**src/design/rmie_pkg.sv**
```systemverilog
// ----------------------------------------------------------------------------
// rmie_pkg
// shared codes for the rendezvous message engine
// ----------------------------------------------------------------------------
package rmie_pkg;
   typedef enum logic [1:0] {
      CMD_SEND = 2'd0,
      CMD_RECV = 2'd1,
      CMD_IRQ  = 2'd2,
      CMD_BAD  = 2'd3
   } cmd_type;

   typedef enum logic [1:0] {
      PEER_NAMED = 2'd0,
      PEER_ANY   = 2'd1,
      PEER_IRQ   = 2'd2,
      PEER_BAD   = 2'd3
   } peer_type;

   typedef enum logic [1:0] {
      ST_DONE     = 2'd0,
      ST_BLOCKED  = 2'd1,
      ST_DEADLOCK = 2'd2,
      ST_ILLEGAL  = 2'd3
   } status_type;
endpackage

```
**src/design/rendezvous_message_ipc_engine_top.sv**
```systemverilog
// ----------------------------------------------------------------------------
// rendezvous_message_ipc_engine_top
// synchronous rendezvous message passing between processes
// ----------------------------------------------------------------------------
// One request at a time. A request is taken when the engine is idle; it is
// then decoded. A send walks the send-to chain one process a cycle to refuse
// deadlock; a receive from a named sender walks the caller's waiting-sender
// list one entry a cycle to find its predecessor. Held messages live in
// flip-flop arrays indexed by process. The response sits in an output
// register until taken.
module rendezvous_message_ipc_engine_top #(
   parameter int NUM_PROCS = 16
) (
   input  logic        clock,
   input  logic        reset,
   input  logic        req_valid,
   output logic        req_stall,
   input  logic [1:0]  req_cmd,
   input  logic [3:0]  req_caller_pid,
   input  logic [1:0]  req_peer_kind,
   input  logic [3:0]  req_peer_pid,
   input  logic [31:0] req_msg_kind,
   input  logic [63:0] req_msg_body,
   input  logic        csr_write,
   input  logic [31:0] csr_wdata,
   output logic        rsp_valid,
   input  logic        rsp_stall,
   output logic [1:0]  rsp_status,
   output logic        rsp_deliver_valid,
   output logic [3:0]  rsp_deliver_pid,
   output logic [3:0]  rsp_from_pid,
   output logic        rsp_from_interrupt,
   output logic [31:0] rsp_out_kind,
   output logic [63:0] rsp_out_body,
   output logic        rsp_woken_valid,
   output logic [3:0]  rsp_woken_pid
);
   import rmie_pkg::*;

   // process index with room for the empty marker NUM_PROCS
   localparam int PW = $clog2(NUM_PROCS + 1);
   localparam int IW = (NUM_PROCS > 1) ? $clog2(NUM_PROCS) : 1;
   localparam logic [PW-1:0] NONE = PW'(NUM_PROCS);

   typedef enum logic [2:0] {
      S_IDLE, S_DECODE, S_CHAIN, S_SEND, S_SEARCH, S_TAKE, S_RESP
   } state_type;

   state_type state_ff;

   // per-process state
   logic [NUM_PROCS-1:0] sending_ff, receiving_ff, irq_pend_ff;
   logic [PW-1:0] target_ff [NUM_PROCS];
   logic [1:0]    fkind_ff  [NUM_PROCS];
   logic [PW-1:0] fpid_ff   [NUM_PROCS];
   logic [PW-1:0] head_ff   [NUM_PROCS];
   logic [PW-1:0] tail_ff   [NUM_PROCS];
   logic [PW-1:0] link_ff   [NUM_PROCS];
   logic [31:0]   hkind_ff  [NUM_PROCS];
   logic [63:0]   hbody_ff  [NUM_PROCS];
   logic [31:0]   hard_int_ff;

   // latched request
   cmd_type       cmd_ff;
   logic [PW-1:0] me_ff, peer_ff;
   logic [1:0]    kind_ff;
   logic [31:0]   mk_ff;
   logic [63:0]   mb_ff;

   // walk registers: p is the current node, prev its predecessor
   logic [PW-1:0] p_ff, prev_ff, who_ff;
   logic [PW:0]   steps_ff;

   logic [1:0]  o_status_ff;
   logic        o_dv_ff, o_fi_ff, o_wv_ff;
   logic [3:0]  o_dp_ff, o_fp_ff, o_wp_ff;
   logic [31:0] o_kind_ff;
   logic [63:0] o_body_ff;

   assign req_stall          = (state_ff != S_IDLE);
   assign rsp_valid          = (state_ff == S_RESP);
   assign rsp_status         = o_status_ff;
   assign rsp_deliver_valid  = o_dv_ff;
   assign rsp_deliver_pid    = o_dp_ff;
   assign rsp_from_pid       = o_fp_ff;
   assign rsp_from_interrupt = o_fi_ff;
   assign rsp_out_kind       = o_kind_ff;
   assign rsp_out_body       = o_body_ff;
   assign rsp_woken_valid    = o_wv_ff;
   assign rsp_woken_pid      = o_wp_ff;

   // shared index fields
   logic [IW-1:0] me_i, peer_i, p_i, prev_i, who_i;
   assign me_i   = me_ff[IW-1:0];
   assign peer_i = peer_ff[IW-1:0];
   assign p_i    = p_ff[IW-1:0];
   assign prev_i = prev_ff[IW-1:0];
   assign who_i  = who_ff[IW-1:0];

   always_ff @(posedge clock) begin
      if (reset) begin
         state_ff     <= S_IDLE;
         sending_ff   <= '0;
         receiving_ff <= '0;
         irq_pend_ff  <= '0;
         hard_int_ff  <= 32'd1;
         for (int i = 0; i < NUM_PROCS; i++) begin
            target_ff[i] <= '0;
            fkind_ff[i]  <= '0;
            fpid_ff[i]   <= '0;
            head_ff[i]   <= NONE;
            tail_ff[i]   <= NONE;
            link_ff[i]   <= NONE;
         end
      end else begin
         if (csr_write) hard_int_ff <= csr_wdata;
         unique case (state_ff)
            S_IDLE: begin
               if (req_valid) begin
                  cmd_ff  <= cmd_type'(req_cmd);
                  me_ff   <= PW'(req_caller_pid);
                  kind_ff <= req_peer_kind;
                  peer_ff <= PW'(req_peer_pid);
                  mk_ff   <= req_msg_kind;
                  mb_ff   <= req_msg_body;
                  // response starts out as a bare completion
                  o_status_ff <= ST_DONE;
                  o_dv_ff <= 1'b0; o_dp_ff <= '0; o_fp_ff <= '0; o_fi_ff <= 1'b0;
                  o_kind_ff <= '0; o_body_ff <= '0; o_wv_ff <= 1'b0; o_wp_ff <= '0;
                  state_ff <= S_DECODE;
               end
            end
            S_DECODE: begin
               if (cmd_ff == CMD_BAD || me_ff >= NONE) begin
                  o_status_ff <= ST_ILLEGAL;
                  state_ff <= S_RESP;
               end else if (cmd_ff == CMD_IRQ) begin
                  if (receiving_ff[me_i] && fkind_ff[me_i] != PEER_NAMED) begin
                     receiving_ff[me_i] <= 1'b0;
                     fkind_ff[me_i] <= '0;
                     fpid_ff[me_i]  <= '0;
                     o_dv_ff <= 1'b1; o_dp_ff <= 4'(me_ff); o_fi_ff <= 1'b1;
                     o_kind_ff <= hard_int_ff;
                     o_wv_ff <= 1'b1; o_wp_ff <= 4'(me_ff);
                  end else begin
                     irq_pend_ff[me_i] <= 1'b1;
                  end
                  state_ff <= S_RESP;
               end else if (kind_ff == PEER_BAD || sending_ff[me_i] ||
                            receiving_ff[me_i] ||
                            (kind_ff == PEER_NAMED &&
                             (peer_ff >= NONE || peer_ff == me_ff))) begin
                  o_status_ff <= ST_ILLEGAL;
                  state_ff <= S_RESP;
               end else if (cmd_ff == CMD_SEND) begin
                  if (kind_ff != PEER_NAMED) begin
                     o_status_ff <= ST_ILLEGAL;
                     state_ff <= S_RESP;
                  end else begin
                     p_ff <= peer_ff;
                     steps_ff <= '0;
                     state_ff <= S_CHAIN;
                  end
               end else if (irq_pend_ff[me_i] && kind_ff != PEER_NAMED) begin
                  irq_pend_ff[me_i] <= 1'b0;
                  o_dv_ff <= 1'b1; o_dp_ff <= 4'(me_ff); o_fi_ff <= 1'b1;
                  o_kind_ff <= hard_int_ff;
                  state_ff <= S_RESP;
               end else if (kind_ff == PEER_ANY && head_ff[me_i] < NONE) begin
                  // head has no predecessor
                  who_ff <= head_ff[me_i];
                  p_ff <= head_ff[me_i];
                  prev_ff <= NONE;
                  state_ff <= S_TAKE;
               end else if (kind_ff == PEER_NAMED && sending_ff[peer_i] &&
                            target_ff[peer_i] == me_ff) begin
                  who_ff <= peer_ff;
                  p_ff <= head_ff[me_i];
                  prev_ff <= NONE;
                  steps_ff <= '0;
                  state_ff <= S_SEARCH;
               end else begin
                  receiving_ff[me_i] <= 1'b1;
                  fkind_ff[me_i] <= kind_ff;
                  fpid_ff[me_i]  <= (kind_ff == PEER_NAMED) ? peer_ff : '0;
                  o_status_ff <= ST_BLOCKED;
                  state_ff <= S_RESP;
               end
            end
            S_CHAIN: begin
               // one link of the send-to chain per cycle
               if (steps_ff > (PW+1)'(NUM_PROCS) || p_ff >= NONE ||
                   !sending_ff[p_i]) begin
                  state_ff <= S_SEND;
               end else if (target_ff[p_i] == me_ff) begin
                  o_status_ff <= ST_DEADLOCK;
                  state_ff <= S_RESP;
               end else begin
                  p_ff <= target_ff[p_i];
                  steps_ff <= steps_ff + 1'b1;
               end
            end
            S_SEND: begin
               state_ff <= S_RESP;
               if (receiving_ff[peer_i] &&
                   ((fkind_ff[peer_i] == PEER_NAMED && fpid_ff[peer_i] == me_ff) ||
                    fkind_ff[peer_i] == PEER_ANY)) begin
                  receiving_ff[peer_i] <= 1'b0;
                  fkind_ff[peer_i] <= '0;
                  fpid_ff[peer_i]  <= '0;
                  o_dv_ff <= 1'b1; o_dp_ff <= 4'(peer_ff); o_fp_ff <= 4'(me_ff);
                  o_kind_ff <= mk_ff; o_body_ff <= mb_ff;
                  o_wv_ff <= 1'b1; o_wp_ff <= 4'(peer_ff);
               end else begin
                  sending_ff[me_i] <= 1'b1;
                  target_ff[me_i] <= peer_ff;
                  hkind_ff[me_i] <= mk_ff;
                  hbody_ff[me_i] <= mb_ff;
                  link_ff[me_i] <= NONE;
                  if (tail_ff[peer_i] < NONE && head_ff[peer_i] < NONE)
                     link_ff[tail_ff[peer_i][IW-1:0]] <= me_ff;
                  else
                     head_ff[peer_i] <= me_ff;
                  tail_ff[peer_i] <= me_ff;
                  o_status_ff <= ST_BLOCKED;
               end
            end
            S_SEARCH: begin
               // find the named sender's predecessor in the caller's list
               if (steps_ff >= (PW+1)'(NUM_PROCS) || p_ff >= NONE) begin
                  p_ff <= NONE;
                  state_ff <= S_TAKE;
               end else if (p_ff == who_ff) begin
                  state_ff <= S_TAKE;
               end else begin
                  prev_ff <= p_ff;
                  p_ff <= link_ff[p_i];
                  steps_ff <= steps_ff + 1'b1;
               end
            end
            S_TAKE: begin
               if (p_ff < NONE) begin
                  if (prev_ff < NONE) link_ff[prev_i] <= link_ff[p_i];
                  else                head_ff[me_i]   <= link_ff[p_i];
                  if (tail_ff[me_i] == who_ff) tail_ff[me_i] <= prev_ff;
                  link_ff[p_i] <= NONE;
               end
               o_dv_ff <= 1'b1; o_dp_ff <= 4'(me_ff); o_fp_ff <= 4'(who_ff);
               o_kind_ff <= hkind_ff[who_i]; o_body_ff <= hbody_ff[who_i];
               o_wv_ff <= 1'b1; o_wp_ff <= 4'(who_ff);
               sending_ff[who_i] <= 1'b0;
               target_ff[who_i] <= '0;
               state_ff <= S_RESP;
            end
            S_RESP: begin
               if (!rsp_stall) state_ff <= S_IDLE;
            end
            default: state_ff <= S_IDLE;
         endcase
      end
   end
endmodule

```
**config.mk**
```make
export PLATFORM = sky130hd
export DESIGN_NAME = rendezvous_message_ipc_engine_top
export DESIGN_NICKNAME = d
export VERILOG_FILES = /design/src/design/rmie_pkg.sv /design/src/design/rendezvous_message_ipc_engine_top.sv
export SDC_FILE = /design/constraint.sdc
export NUM_CORES = 2
export LEC_CHECK = 0
export BUFFER_PORTS_ARGS = -buffer_cell sky130_fd_sc_hd__buf_4
export CORE_UTILIZATION = 55
export CTS_CLUSTER_DIAMETER = 30
export DETAILED_ROUTE_END_ITERATION = 16
export PLACE_DENSITY = 0.72
export SLEW_MARGIN = 10
export SYNTH_ARGS = -nofsm -noshare
export SYNTH_HDL_FRONTEND = slang
export SYNTH_SLANG_ARGS = --single-unit
```
**constraint.sdc**
```tcl
create_clock -name clock -period 9.9 [get_ports clock]
set_input_delay 0.99 -clock clock [delete_from_list [all_inputs] [get_ports clock]]
set_output_delay 0.99 -clock clock [all_outputs]
set_load 0.05 [all_outputs]
```
# Word-level counts from Yosys, hierarchy flattened
# Memory sizes are Yosys's and may differ from the RTL's. A register that Yosys moved wholly into a read port is not among the register bits.
# Cells that the tools add are included.
[word_totals] register_bits=325 mem_bits_rw=1936 in_bits=145 mem_count=8
[memory_table] name="hbody_ff" words=16 width=64 rd=1 rd_clocked_by_memory_dff=1 wr=1 line="rendezvous_message_ipc_engine_top.sv:60" rtl="logic [63:0] hbody_ff [NUM_PROCS];"
[memory_table] name="hkind_ff" words=16 width=32 rd=1 rd_clocked_by_memory_dff=1 wr=1 line="rendezvous_message_ipc_engine_top.sv:59" rtl="logic [31:0] hkind_ff [NUM_PROCS];"
[memory_table] name="head_ff" words=16 width=5 rd=2 rd_clocked_by_memory_dff=2 wr=16 line="rendezvous_message_ipc_engine_top.sv:56" rtl="logic [PW-1:0] head_ff [NUM_PROCS];"
[memory_table] name="link_ff" words=16 width=5 rd=1 rd_clocked_by_memory_dff=1 wr=16 line="rendezvous_message_ipc_engine_top.sv:58" rtl="logic [PW-1:0] link_ff [NUM_PROCS];"
[memory_table] name="tail_ff" words=16 width=5 rd=2 rd_clocked_by_memory_dff=2 wr=16 line="rendezvous_message_ipc_engine_top.sv:57" rtl="logic [PW-1:0] tail_ff [NUM_PROCS];"
[memory_table] name="fpid_ff" words=16 width=4 rd=1 rd_clocked_by_memory_dff=1 wr=16 line="rendezvous_message_ipc_engine_top.sv:55" rtl="logic [PW-1:0] fpid_ff [NUM_PROCS];"
[memory_table] name="2 more memories"
[classes] addsub=1 order_cmp=17 n_eq_ne=57 muxes=255 n_bitwise=18 n_reduce_logical=68
[op_table] cell="32-bit 2-to-1 mux" count=8
[op_table] cell="16-bit 2-to-1 mux" count=15
[op_table] cell="64-bit one-hot mux with 3 select lines" count=1
[op_table] cell="4-bit 2-to-1 mux" count=43
[op_table] cell="5-bit 2-to-1 mux" count=31
[op_table] cell="64-bit 2-to-1 mux" count=2
[op_table] cell="32-bit one-hot mux with 4 select lines" count=1
[op_table] cell="1-bit 2-to-1 mux" count=91
[op_table] cell="6-bit 2-to-1 mux" count=12
[op_table] cell="16-bit AND" count=4
[op_table] cell="16-bit one-hot mux with 2 select lines" count=2
[op_table] cell="3-bit != test (second input constant)" count=16
[op_table] cell="16-bit inverter" count=3
[op_table] cell="16-bit OR" count=3
[op_table] cell="5-bit OR reduction" count=8
[op_table] cell="2-bit != test (second input constant)" count=19
[op_table] cell="2-bit 2-to-1 mux" count=18
[op_table] cell="3-bit 2-to-1 mux" count=11
[op_table] cell="4-bit one-hot mux with 4 select lines" count=2
[op_table] cell="5-bit less-than comparator (second input constant)" count=5
[op_table] cell="1-bit binary-select mux with 4-bit select" count=6
[op_table] cell="11-bit AND reduction" count=2
[op_table] cell="4-bit by 5-bit less-than comparator with 1-bit output (second input constant)" count=4
[op_table] cell="5-bit != test (second input constant)" count=4
[op_table] cell="45 further kinds" count=105

# Depth between registers and ports, before layout
[depth] depth_word=18 ltp_mapped=14 mapped_depth_nobuf=10

# Worst setup path before layout
# No wires, ideal clock.
[synth_path] path_kind="reg2reg" start="reg (tool-made name)" end="mem hbody_ff[3][0], enable pin" arrival_time_ns=9.056 required_time_ns=9.232 path_slack_ns=0.176 stages_incl_launch_ff=10 n_path_buf=3 period_less_slack_ns=9.724 path_cell_list="dfxtp_1 -> buf_6 -> mux4_2 -> mux4_2 -> xnor2_2 -> o2111ai_4 -> a22oi_1 -> buf_2 -> clkbuf_1 -> nor3_1"
[synth_lines] item="end: declaration" line="rendezvous_message_ipc_engine_top.sv:60"

==> results_dict.tcl <==
set metrics [dict create \
    outcome "completed" \
    async_flop_share 0 \
    drtIter0Drc 7045 \
    hp-class "primary input to flop" \
    cts_hold_buffers 0 \
    synth-edff-count 2178 \
    htree_levels 5 \
    dieArea_sq_um 174000 \
    cts_buffer_depth 4 \
    ys.flop_type "edfxtp_1" \
    layout_commonest_cell "edfxtp_1" \
    cts_made_buffers 432 \
    synth_cell_types 85 \
    hold_depth 1 \
    syn-num-nets 5249 \
    clkSinkCount 2277 \
    io_pins 260 \
    reg2reg_slack_ns 4.35 \
    cts_tree "done" \
    wl_per_cell_um 31.7 \
    clk_pin_slew_worst_paths_ns 0.05 \
    globalRouteOverflowTotal 0 \
    start_util 0.556 \
    cp-start-kind "flop" \
    cp_max_fo 43 \
    p_clk_frac 0.512 \
    yosysWarnings 0 \
    ir_drop_uv 195 \
    worst_skew_pair.late_latency_ns 1.01 \
    tightest_slew_ns 1.26 \
    antenna_found_initial 2 \
    hpwl_um 134000 \
    hold_slack_ns 0.158 \
    r2r-end "hbody_ff[15][56]" \
    finalSetupViolCount 0 \
    crit_slowest_cell "buf_4" \
    grt_usage 0.297 \
    slew_headroom 0.152 \
    nets 5687 \
    wl_um 257000 \
    maxCapViolations 0 \
    synth_seq_cells 2277 \
    cp-end-kind "flop" \
    crit_path_frequent_cell "buf_4" \
    p_switching_w 0.00711 \
    leakage_nw 38.1 \
    rsz0062_at_grt "false" \
    drc 0 \
    powerDensity_nw_per_um2 253 \
    seqPwrFrac 0.397 \
    grt_pass1_wl_um 374000 \
    portBuffers 259 \
    num_vias 53696 \
    layout_common_cells "edfxtp_1 (2178), mux4_2 (658), nor2_1 (453)" \
    fin_tns_setup_ns 0 \
    antenna_left 0 \
    areaGrowthSynthToFinish_pct 20.1 \
    clock_skew_ns 0.113 \
    fill_cells 10621 \
    syn-instance-count 5102 \
    syn_area_sq_um 94600 \
    cts_resized 0 \
    worstHoldStart "req_msg_kind[7]" \
    cts_root_buf "clkbuf_16" \
    grt_pass1_vias 55552 \
    first_pass_iters 6 \
    grt_max_degree 145 \
    worst_ep_arrival_time_ns 6.14 \
    worst-r2r-cell-count 12 \
    final-max-slew-violation-count 0 \
    seq_area_frac_synth 0.712 \
    required_ns 10.49 \
    core_area_sq_um 170000 \
    cts_setup_buffers 0 \
    num_rows 151 \
    finalCriticalPeriod_ns 5.55 \
    routabilityCongestion 0.969 \
    layout-drive-gt1-share 0.318 \
    max_stage_delay_ns 0.72 \
    finalCritPeriodShare 0.561 \
    fmax_mhz 180 \
    switching_share 0.247 \
    timing.final.hold_violations 0 \
    cellInternalPower_w 0.0217 \
    path_cells "buf_4, mux4_2, and4_1, a2111oi_0, nand3b_1, o2111ai_4, a22oi_2, buf_4, nor3_2, buf_4, buf_4, buf_4" \
    die_w_um 417 \
    whs_endpoint "mk_ff[7]" \
    crit_type "flop to flop" \
    syn_area_per_cell_sq_um 18.5 \
    die_h_um 417 \
    viasPerCell 6.62 \
    combPwrFrac 0.091 \
]
-- cells by family after synthesis --
kind of cell / Yosys count / share of synthesized area
xor+xnor: 29 / 0.00284
buf+inv: 383 / 0.0169
compound gates: 419 / 0.0342
mux: 882 / 0.181
simple gates: 1109 / 0.0526
flops: 2277 / 0.712
fa+ha+maj: 2 / 0.000265
other cells: 1 / 0.0000396
-- stage by stage --
stage | total power [W] | worst slack [ns] | area [sq um] | instances | utilization
2_1_floorplan | 0.0132 | 0.176 | 94600 | 5102 | -
3_3_place_gp | 0.0141 | 4.44 | 98900 | 7324 | 0.582
3_5_place_dp | 0.0142 | 4.43 | 98900 | 7324 | 0.582
4_1_cts | 0.0289 | 4.43 | 114000 | 8105 | 0.668
5_1_grt | 0.0295 | 4.12 | 114000 | 8105 | 0.668
6_report | 0.0288 | 4.35 | 114000 | 8106 | 0.668
-- cells in the mapped netlist, drive strengths merged (12+ instances only) --
cell,number,share of area
a211oi,15,0.0012
a21boi,12,0.00095
a21oi,95,0.0053
a221o,16,0.0017
a22o,68,0.0063
a22oi,30,0.0034
a31oi,41,0.0030
and2,21,0.0014
and3,23,0.0015
buf,114,0.0062
clkbuf,247,0.0098
dfxtp,99,0.021
edfxtp,2178,0.69
inv,19,0.00075
mux2,29,0.0035
mux2i,195,0.021
mux4,658,0.16
nand2,298,0.012
nand2b,30,0.0020
nand3,25,0.0013
nor2,461,0.018
nor2b,53,0.0035
nor3,97,0.0052
nor4,38,0.0028
o21ai,72,0.0044
o221a,16,0.0019
or2,22,0.0015
xnor2,20,0.0020
-- critical path, delay by kind of cell, from the launching register on --
| kind | cells | cell delay (ns) |
|---|---|---|
| DFF | 1 | 0.31 |
| muxes | 1 | 0.60 |
| buffers and inverters | 5 | 2.80 |
| and+or+nand+nor | 3 | 0.63 |
| AOI/OAI and AO/OA | 3 | 0.72 |
-- flip-flops by register name, indices dropped and copies added (netlist names), 3 cells and up, named ones only --
register,cells
fkind_ff,32
fpid_ff,64
hard_int_ff,32
hbody_ff,1024
head_ff,80
hkind_ff,512
link_ff,80
mb_ff,64
me_ff,4
mk_ff,32
p_ff,5
peer_ff,4
prev_ff,5
rsp_deliver_pid,4
rsp_from_pid,4
rsp_out_body,64
rsp_out_kind,32
rsp_woken_pid,4
sending_ff,16
state_ff,3
steps_ff,6
tail_ff,80
target_ff,64
who_ff,5
-- worst max-delay path by stage --
| stage | start | to | cells after the start |
|---|---|---|---|
| final | flop | hbody_ff[15][56] | 12 |
| after global routing | flop | hbody_ff[15][53] | 12 |
| after CTS | flop | hbody_ff[15][54] | 12 |
| after detailed placement | flop | hbody_ff[15][0] | 12 |
| after global placement | flop | hbody_ff[15][56] | 12 |
| after floorplan | flop | hbody_ff[3][0] | 9 |
-- cell type report --
type                       instances  area (sq um)  share of cell area
tap                             2218          2780              0.0244
multi-input combinational       2442         25700               0.227
sequential                      2277         67400               0.593
timing repair buffer             365          2880              0.0253
clock inverter                   291          3370              0.0297
antenna                            1          2.50           0.0000220
inverter                          22           103            0.000903
clock buffer                     490         11300              0.0995
-- layer usage --
metal  up-vias  global-route usage  share of wire  routed length, um
met5         -                   0       0.000097                 25
met4         4               0.140          0.046              11900
met3       675              0.0610          0.091              23400
met2      3377               0.486           0.50             128000
met1     27912               0.385           0.36              93800
li1      21728                   -              -                  -
-- power by group through the flow --
| stage | Combinational, W | Clock (W) | Sequential, W |
|---|---|---|---|
| 3_3_place_gp | 0.00254 | 0 | 0.0116 |
| 2_1_floorplan | 0.00146 | 0 | 0.0117 |
| 6_report | 0.00261 | 0.0147 | 0.0114 |
| 3_5_place_dp | 0.00255 | 0 | 0.0116 |
| 5_1_grt | 0.00269 | 0.0153 | 0.0115 |
| 4_1_cts | 0.00257 | 0.0148 | 0.0114 |
(Power assumes the default switching activity.)
